==> src/rtl/hvn_pkg.sv <==
// ----------------------------------------------------------------------------
// hvn_pkg: shared types and constants for the vertex normal block
// Widths, the controller/datapath command and status bundles and config index codes.
// ----------------------------------------------------------------------------
package hvn_pkg;

  localparam int MaxWidth  = 1024;
  localparam int MaxRows   = 1024;
  localparam int AddrW     = $clog2(MaxWidth);
  localparam int RowW      = $clog2(MaxRows + 1);
  localparam int DimW      = 11;
  localparam int HeightW   = 16;
  localparam int DiffW     = 17;
  localparam int FaceW     = 2 * DiffW;
  localparam int SumW      = 20;
  localparam int LenW      = 42;
  localparam int NormW     = 16;
  localparam int QW        = 15;
  localparam int QMax      = 16384;

  localparam logic [0:0] CfgWidth  = 1'b0;
  localparam logic [0:0] CfgHeight = 1'b1;

  typedef struct packed {
    logic signed [DiffW-1:0] dx;
    logic signed [DiffW-1:0] dz;
  } face_t;

  // controller -> datapath
  typedef struct packed {
    logic             rd;        // issue line reads for item
    logic             calc;      // read data ready, form faces and sum
    logic             norm_start;
    logic             drain;
    logic             emit;      // produce a result
    logic             has_right;
    logic             has_left;
    logic             has_prev;
    logic             done;
    logic [AddrW-1:0] col;
    logic             clear;     // restart: clear face registers
  } hvn_cmd_t;

  // datapath -> controller
  typedef struct packed {
    logic norm_busy;
    logic out_full;
  } hvn_sts_t;

endpackage

==> src/rtl/hvn_ctrl.sv <==
// ----------------------------------------------------------------------------
// hvn_ctrl: grid sequencer
// Holds configuration and grid position, steps each item through read and
// face/sum; an item with a result waits for the output register, then normalizes.
// ----------------------------------------------------------------------------
module hvn_ctrl
  import hvn_pkg::*;
(
  input  logic             clk_i,
  input  logic             rst_ni,
  input  logic             cfg_we_i,
  input  logic [0:0]       cfg_idx_i,
  input  logic [DimW-1:0]  cfg_data_i,
  input  logic             in_valid_i,
  input  logic             in_kind_i,
  output logic             in_ready_o,
  input  hvn_sts_t         sts_i,
  output hvn_cmd_t         cmd_o
);
  localparam logic [1:0] StIdle = 2'd0;
  localparam logic [1:0] StRead = 2'd1;
  localparam logic [1:0] StCalc = 2'd2;
  localparam logic [1:0] StNorm = 2'd3;

  logic [1:0]      st_q, st_d;
  logic [DimW-1:0] w_cfg_q, h_cfg_q;
  logic [DimW-1:0] w, h;
  logic [AddrW-1:0] col_q;
  logic [RowW-1:0] row_q;
  logic            emit_q;
  logic            acc, take, is_drain_ph, last_col, right;
  logic            started_q, norm_go;

  assign w = (w_cfg_q < DimW'(2)) ? DimW'(2) :
             (w_cfg_q > DimW'(MaxWidth)) ? DimW'(MaxWidth) : w_cfg_q;
  assign h = (h_cfg_q < DimW'(2)) ? DimW'(2) :
             (h_cfg_q > DimW'(MaxRows)) ? DimW'(MaxRows) : h_cfg_q;

  assign is_drain_ph = DimW'(row_q) == h;
  assign in_ready_o  = st_q == StIdle;
  assign acc         = in_valid_i && in_ready_o;
  assign take        = acc && (in_kind_i == is_drain_ph);
  assign last_col    = DimW'(col_q) + DimW'(1) >= w;
  assign right       = !last_col;

  // normalizer starts only once the output register is free
  assign norm_go = (st_q == StNorm) && !started_q && !sts_i.out_full;

  always_comb begin
    st_d = st_q;
    case (st_q)
      StIdle: if (take) st_d = StRead;
      StRead: st_d = StCalc;
      StCalc: st_d = emit_q ? StNorm : StIdle;
      StNorm: if (started_q && !sts_i.norm_busy) st_d = StIdle;
      default: st_d = StIdle;
    endcase
  end

  always_ff @(posedge clk_i or negedge rst_ni) begin
    if (!rst_ni) begin
      st_q    <= StIdle;
      w_cfg_q <= DimW'(1024);
      h_cfg_q <= DimW'(1024);
      col_q   <= '0;
      row_q   <= '0;
      emit_q  <= 1'b0;
    end else begin
      st_q <= st_d;
      if (cfg_we_i) begin
        if (cfg_idx_i == CfgWidth) w_cfg_q <= cfg_data_i;
        else h_cfg_q <= cfg_data_i;
        col_q <= '0;
        row_q <= '0;
      end else if (take) begin
        emit_q <= is_drain_ph || row_q != '0;
        if (last_col) begin
          col_q <= '0;
          row_q <= is_drain_ph ? '0 : row_q + RowW'(1);
        end else begin
          col_q <= col_q + AddrW'(1);
        end
      end
    end
  end

  // set once the normalizer has been started for the current item
  always_ff @(posedge clk_i or negedge rst_ni) begin
    if (!rst_ni) started_q <= 1'b0;
    else if (st_q != StNorm) started_q <= 1'b0;
    else if (norm_go) started_q <= 1'b1;
  end

  always_comb begin
    cmd_o            = '0;
    cmd_o.rd         = take;
    cmd_o.col        = col_q;
    cmd_o.drain      = is_drain_ph;
    cmd_o.has_right  = right;
    cmd_o.has_left   = col_q != '0;
    cmd_o.has_prev   = is_drain_ph || row_q >= RowW'(2);
    cmd_o.done       = is_drain_ph && last_col;
    cmd_o.calc       = st_q == StCalc;
    cmd_o.emit       = emit_q;
    cmd_o.norm_start = norm_go;
    cmd_o.clear      = cfg_we_i;
  end
endmodule

==> config.mk <==
export PLATFORM = sky130hd
export DESIGN_NAME = hvn_ctrl
export DESIGN_NICKNAME = d
export VERILOG_FILES = /design/src/rtl/hvn_pkg.sv /design/src/rtl/hvn_ctrl.sv
export SDC_FILE = /design/constraint.sdc
export NUM_CORES = 1
export LEC_CHECK = 0
export ABC_AREA = 0
export BUFFER_PORTS_ARGS = -buffer_cell sky130_fd_sc_hd__buf_2
export CORE_ASPECT_RATIO = 1.25
export CORE_UTILIZATION = 53
export CTS_CLUSTER_SIZE = 8
export DETAILED_ROUTE_END_ITERATION = 8
export PLACE_DENSITY = 0.77
export REMOVE_ABC_BUFFERS = 1
export SETUP_SLACK_MARGIN = 0.3
export SYNTH_ARGS = -nofsm -noshare
export SYNTH_HDL_FRONTEND = slang
export SYNTH_SLANG_ARGS = --single-unit
==> constraint.sdc <==
create_clock -name clk_i -period 3 [get_ports clk_i]
set_input_delay 0.6 -clock clk_i [delete_from_list [all_inputs] [get_ports clk_i]]
set_output_delay 0.6 -clock clk_i [all_outputs]
set_load 0.005 [all_outputs]
---- Word-level counts from Yosys, hierarchy flattened ----
Index checks and enable logic that the tools add are counted.
storage, ports and cells
  bits in registers ....................... 47
  bits in latches ......................... 0
  bits in writable memories ............... 0
  memory bits (read-only) ................. 0
  input bits .............................. 19
  output and inout port bits .............. 21
  logic and storage cells ................. 66
  memories kept ........................... 0
cells by class
  add/subtract/negate cells ............... 3
  $mul .................................... 0
  divide/modulo/power cells ............... 0
  magnitude comparators ................... 6
  equal/unequal tests ..................... 8
  shift-type cells ........................ 0
  muxes and demuxes ....................... 17
  bitwise operators ....................... 2
  reduce and logical (&&, ||, !) cells .... 23
operator list
  cell                                                          number
  2-to-1 mux 11 bit                                             8
  2-to-1 mux 10 bit                                             3
  greater-than comparator 11 bit (second input constant)        2
  less-than comparator 11 x 2 -> 1 bit (second input constant)  2
  adder 10 x 1 -> 11 bit (second input constant)                1
  adder 11 x 1 -> 11 bit (second input constant)                1
  == test 11 bit                                                1
  >= comparator 11 bit                                          1
  >= comparator 11 x 2 -> 1 bit (second input constant)         1
  nonzero test 11 bit                                           1
  adder 10 x 1 -> 10 bit (second input constant)                1
  AND reduction 2 bit                                           5
  nonzero test 10 bit                                           1
  case mux 2 bit (4 select lines)                               1
  logical AND 1 bit                                             6
  2-to-1 mux 2 bit                                              3
  nonzero test 2 bit                                            3
  == test 2 bit (second input constant)                         2
  logical NOT 1 bit                                             4
  != test 2 x 1 -> 1 bit (second input constant)                2
  == test 2 x 1 -> 1 bit (second input constant)                1
  logical NOT 2 bit                                             1
  logical OR 1 bit                                              2
  2-to-1 mux 1 bit                                              2
  3 further kinds                                               4

---- Logic depth before layout (Yosys ltp) ----
  depth in word-level cells ............... 8
  depth in mapped cells ................... 15
  depth with buffers taken out ............ 14

---- Worst setup path before layout ----
OpenSTA, ideal clock, no wires.
  path kind ............................... flip-flop to flip-flop
  from .................................... register col_q[0]
  to ...................................... register col_q[3]
  library setup time ...................... 64 ps
  arrival time ............................ 3,108 ps
  data required time ...................... 2,936 ps
  slack ................................... -172 ps
  cell stages (with the launch flop) ...... 13
  path through ............................ dfrtp_1 > ha_1 > and3_1 > nand3_1 > nor2_1 > xor2_1 > ha_1 > a211o_1 > a221oi_1 > o21ai_0 > a2111o_1 > nand2b_1 > a21bo_1
between the ends
  word-level cells in the longest chain between the ends .. 5
  elaborated cells between the ends (all ways) .. 6
  those cells by class .................... add/sub: 2; order compare: 1; mux: 3
ends and longest elaborated chain
  item                      RTL line        source
  start: declaration        hvn_ctrl.sv:28  logic [AddrW-1:0] col_q;
  start signal: assignment  hvn_ctrl.sv:81  col_q <= col_q + AddrW'(1);
  adder 10 x 1 -> 11 bit    hvn_ctrl.sv:43  assign last_col = DimW'(col_q) + DimW'(1) >= w;
  >= comparator 11 bit      hvn_ctrl.sv:43
  2-to-1 mux 10 bit *       hvn_ctrl.sv:77  if (last_col) begin
  2-to-1 mux 10 bit *       hvn_ctrl.sv:75  end else if (take) begin
  2-to-1 mux 10 bit *       hvn_ctrl.sv:70  if (cfg_we_i) begin
Mark *: on every way between the ends. The rest lies on a longest branch, timed or not. The select of a mux whose other input is x is not followed.
A chain may end at the register's enable or synchronous reset.

---- Worst setup path in the final report ----
  from .................................... register col_q[0]
  to ...................................... register col_q[5]
Same word-level chain as after synthesis.

==> impl_metrics.env <==
export IMPL_ys_ff_latch=47
export IMPL_rows=31
export IMPL_overflow=0
export IMPL_rsz0062_at_grt="true"
export IMPL_worst_r2r_startpoint="col_q[0]$_DFFE_PN0P_"
export IMPL_die_h_um=90.60
export IMPL_drc_errors=0
export IMPL_place_inst=517
export IMPL_antenna_found_initial=0
export IMPL_h_tree_depth=2
export IMPL_path_clk_slew_ns=0.10
export IMPL_hold_ws_ns=0.2325
export IMPL_finalWeightedCongestion=0.8398
export IMPL_vias_per_cell=6.155
export IMPL_yosys_cell_types_count=53
export IMPL_dr_pass1_iters=5
export IMPL_die_w_um=72.88
export IMPL_async_flop_share_pct=100.0
export IMPL_pin_count=40
export IMPL_finalWorstSetupSlack_ns=-0.5747
export IMPL_syn_avg_cell_area_um2=8.995
export IMPL_fin_crit_sh_pct=119.2
export IMPL_synthFlopType="dfrtp_1"
export IMPL_setup_violations=23
export IMPL_relSlewSlack_pct=59.79
export IMPL_num_vias=3410
export IMPL_ir_worst_vdd_v=0.0002453
export IMPL_track_usage_pct=30.75
export IMPL_final_cell_count_no_fill=554
export IMPL_grt_pass1_wl_um=15770
export IMPL_fin_tns_setup_ns=-8.994
export IMPL_clk_latency_ns=0.31
export IMPL_critPathLaunchType="register"
export IMPL_totalWireLength_um=10270
export IMPL_worst_pin_slew_ns=0.6032
export IMPL_hold_violations=0
export IMPL_final_common_cell="buf_4"
export IMPL_power_density_nw_per_um2=404.0
export IMPL_cp_end_kind="register"
export IMPL_status="complete, but fails checks"
export IMPL_dieArea_um2=6602
export IMPL_drive_above_1_share_pct=44.07
export IMPL_start_util_pct=56.08
export IMPL_worstPathMaxFanout=8
export IMPL_fmax_ghz=0.2797
export IMPL_total_power_uw=1844
export IMPL_preCtsSetupSlack_ns=-0.5528
export IMPL_startpoint="col_q[0]$_DFFE_PN0P_"
export IMPL_cts_root_buf="clkbuf_8"
export IMPL_maxCapViolCount=0
export IMPL_netlist_instances=370
export IMPL_synth_top_area_share_pct=33.83
export IMPL_fill_cells=392
export IMPL_cts_tree="done"
export IMPL_ant_nets=0
export IMPL_syn_cell_area_um2=3328
export IMPL_core_um2=5934
export IMPL_cts_buffers=5
export IMPL_grt_max_degree=39
export IMPL_slew_violations=0
export IMPL_worstPathRequired_ns=3.25
export IMPL_dpl_hpwl_um=6396
export IMPL_synth_seq_area_share_pct=35.41
export IMPL_hp_class="primary input to asynchronous set/reset pin"
export IMPL_post_drt_wl_per_cell_um=18.53
export IMPL_ctsHoldBuffers=0
export IMPL_grt_pass1_vias=3394
export IMPL_critPathArrivalTime_ns=3.83
export IMPL_violations="setup timing"
export IMPL_final_cell_mix="67 x buf_4, 45 x dfrtp_1, 36 x buf_2"
export IMPL_ys_warn_count=0
export IMPL_nets=506
export IMPL_cts_buffer_depth=2
export IMPL_port_buffer_count=39
export IMPL_leakagePower_uw=0.002184
export IMPL_num_antenna_cells=0
export IMPL_synthTopCellsByArea="dfrtp_1 34%, mux2_2 7.1%, ha_1 6.0%"
export IMPL_fin_skew_ns=0.009520
export IMPL_clock_sinks=47
export IMPL_yosysTopAreaCell="dfrtp_1"
export IMPL_critical_path_class="register to register"
export IMPL_synth_edf_count=0
export IMPL_syn_to_final_growth_pct=37.14
export IMPL_min_period_ns=3.575
export IMPL_drt_iter0_markers=242
[cells in the mapped netlist, types with 2 or more instances]
library cell  count
nand2b_1         27
nand4_1           2
a21o_1            4
nor4bb_1          2
nor3_1           15
mux2_2           21
and3_1           15
dfstp_2           2
inv_1            13
a211o_1           9
nand2_1          27
ha_1             16
or3_1             3
a221oi_1          3
and2_1            3
nor2_1           20
o22ai_1           2
a221o_1           2
o2111ai_1         7
o32ai_1           2
a21oi_1          12
o21ai_0          15
nor2b_1           6
clkbuf_1         17
xnor2_1           7
nand3b_1          2
nor4_1            8
or3b_2            8
nand3_1          18
buf_4             6
dfrtp_1          45
xor2_1            3
a21bo_1           5
o31ai_1           3
a31oi_1           2
[area by class of cell]
type | count | area (um2) | share of cell area (%)
timing repair buffer | 118 | 852.1 | 18.67
clock buffer | 5 | 68.82 | 1.508
inverter | 15 | 58.81 | 1.288
tap | 82 | 102.6 | 2.248
clock inverter | 3 | 23.77 | 0.5208
sequential | 47 | 1179 | 25.82
multi-input combinational | 284 | 2280 | 49.95
[flip-flops by register name (all words and copies together), names as in the netlist]
signal     count
started_q      1
w_cfg_q       11
col_q         10
h_cfg_q       11
st_q           2
row_q         11
emit_q         1
[per-layer routing]
| layer | track usage [%] | part of all wire (%) |
|---|---|---|
| met1 | 36.47 | 39 |
| met2 | 54.75 | 54 |
| met3 | 2.902 | 4.2 |
| met4 | 14.05 | 3.7 |
| met5 | 0 | 0 |
[logic make-up after synthesis]
family / after synthesis / synth area share [%]
adders and majority gates: 16 / 6.015
AOI/OAI and AO/OA: 75 / 16.28
xor gates and xnor gates: 10 / 2.632
DFF: 47 / 35.41
buffers and inverters: 39 / 5.300
muxes: 22 / 7.406
and+or+nand+nor: 161 / 26.96
[path summary, 6_finish.rpt]
kind / cells after the start / slack (ns) / to
setup / recovery: 17 / -0.57 / col_q[5]$_DFFE_PN0P_
hold / removal: 1 / 0.23 / h_cfg_q[2]$_DFFE_PN0P_
setup reg to reg: 17 / -0.57 / col_q[5]$_DFFE_PN0P_
hold reg to reg: 1 / 0.54 / st_q[1]$_DFFE_PN0P_
max in group asynchronous: 2 / 1.96 / w_cfg_q[10]$_DFFE_PN1P_
min in group clk_i: 2 / 0.46 / started_q$_DFFE_PN0P_
[metrics by stage]
stage / util [%] / area, um2
finish: 76.91 / 4564
global route: 76.91 / 4564
CTS: 73.52 / 4363
global placement: 65.40 / 3881
detailed placement: 65.40 / 3881
floorplan: - / 3208
[timing repair]
item | in CTS | in global routing
buffers inserted | 23 | 6
setup endpoints to repair | 25 | 26
pin swaps | 23 | 19
hold endpoints to repair | 0 | 0
resized for setup | 48 | 31
[power breakdown]
group | internal, uW | switching (uW)
clock network | 167 | 251
logic | 317 | 312
registers | 709 | 86.8
[critical path: stages (launching register included)]
cell and delay, ns:
dfrtp_1 0.41, buf_4 0.14, buf_4 0.12, buf_4 0.15, inv_1 0.08, ha_1 0.27
ha_1 0.24, a21oi_1 0.23, o21ai_1 0.10, a221oi_1 0.27, o21ai_1 0.13, buf_4 0.15
buf_6 0.11, buf_6 0.10, buf_6 0.11, a2111o_1 0.49, o31ai_1 0.30, a21o_1 0.12
Power figures use the tool's default switching activity.
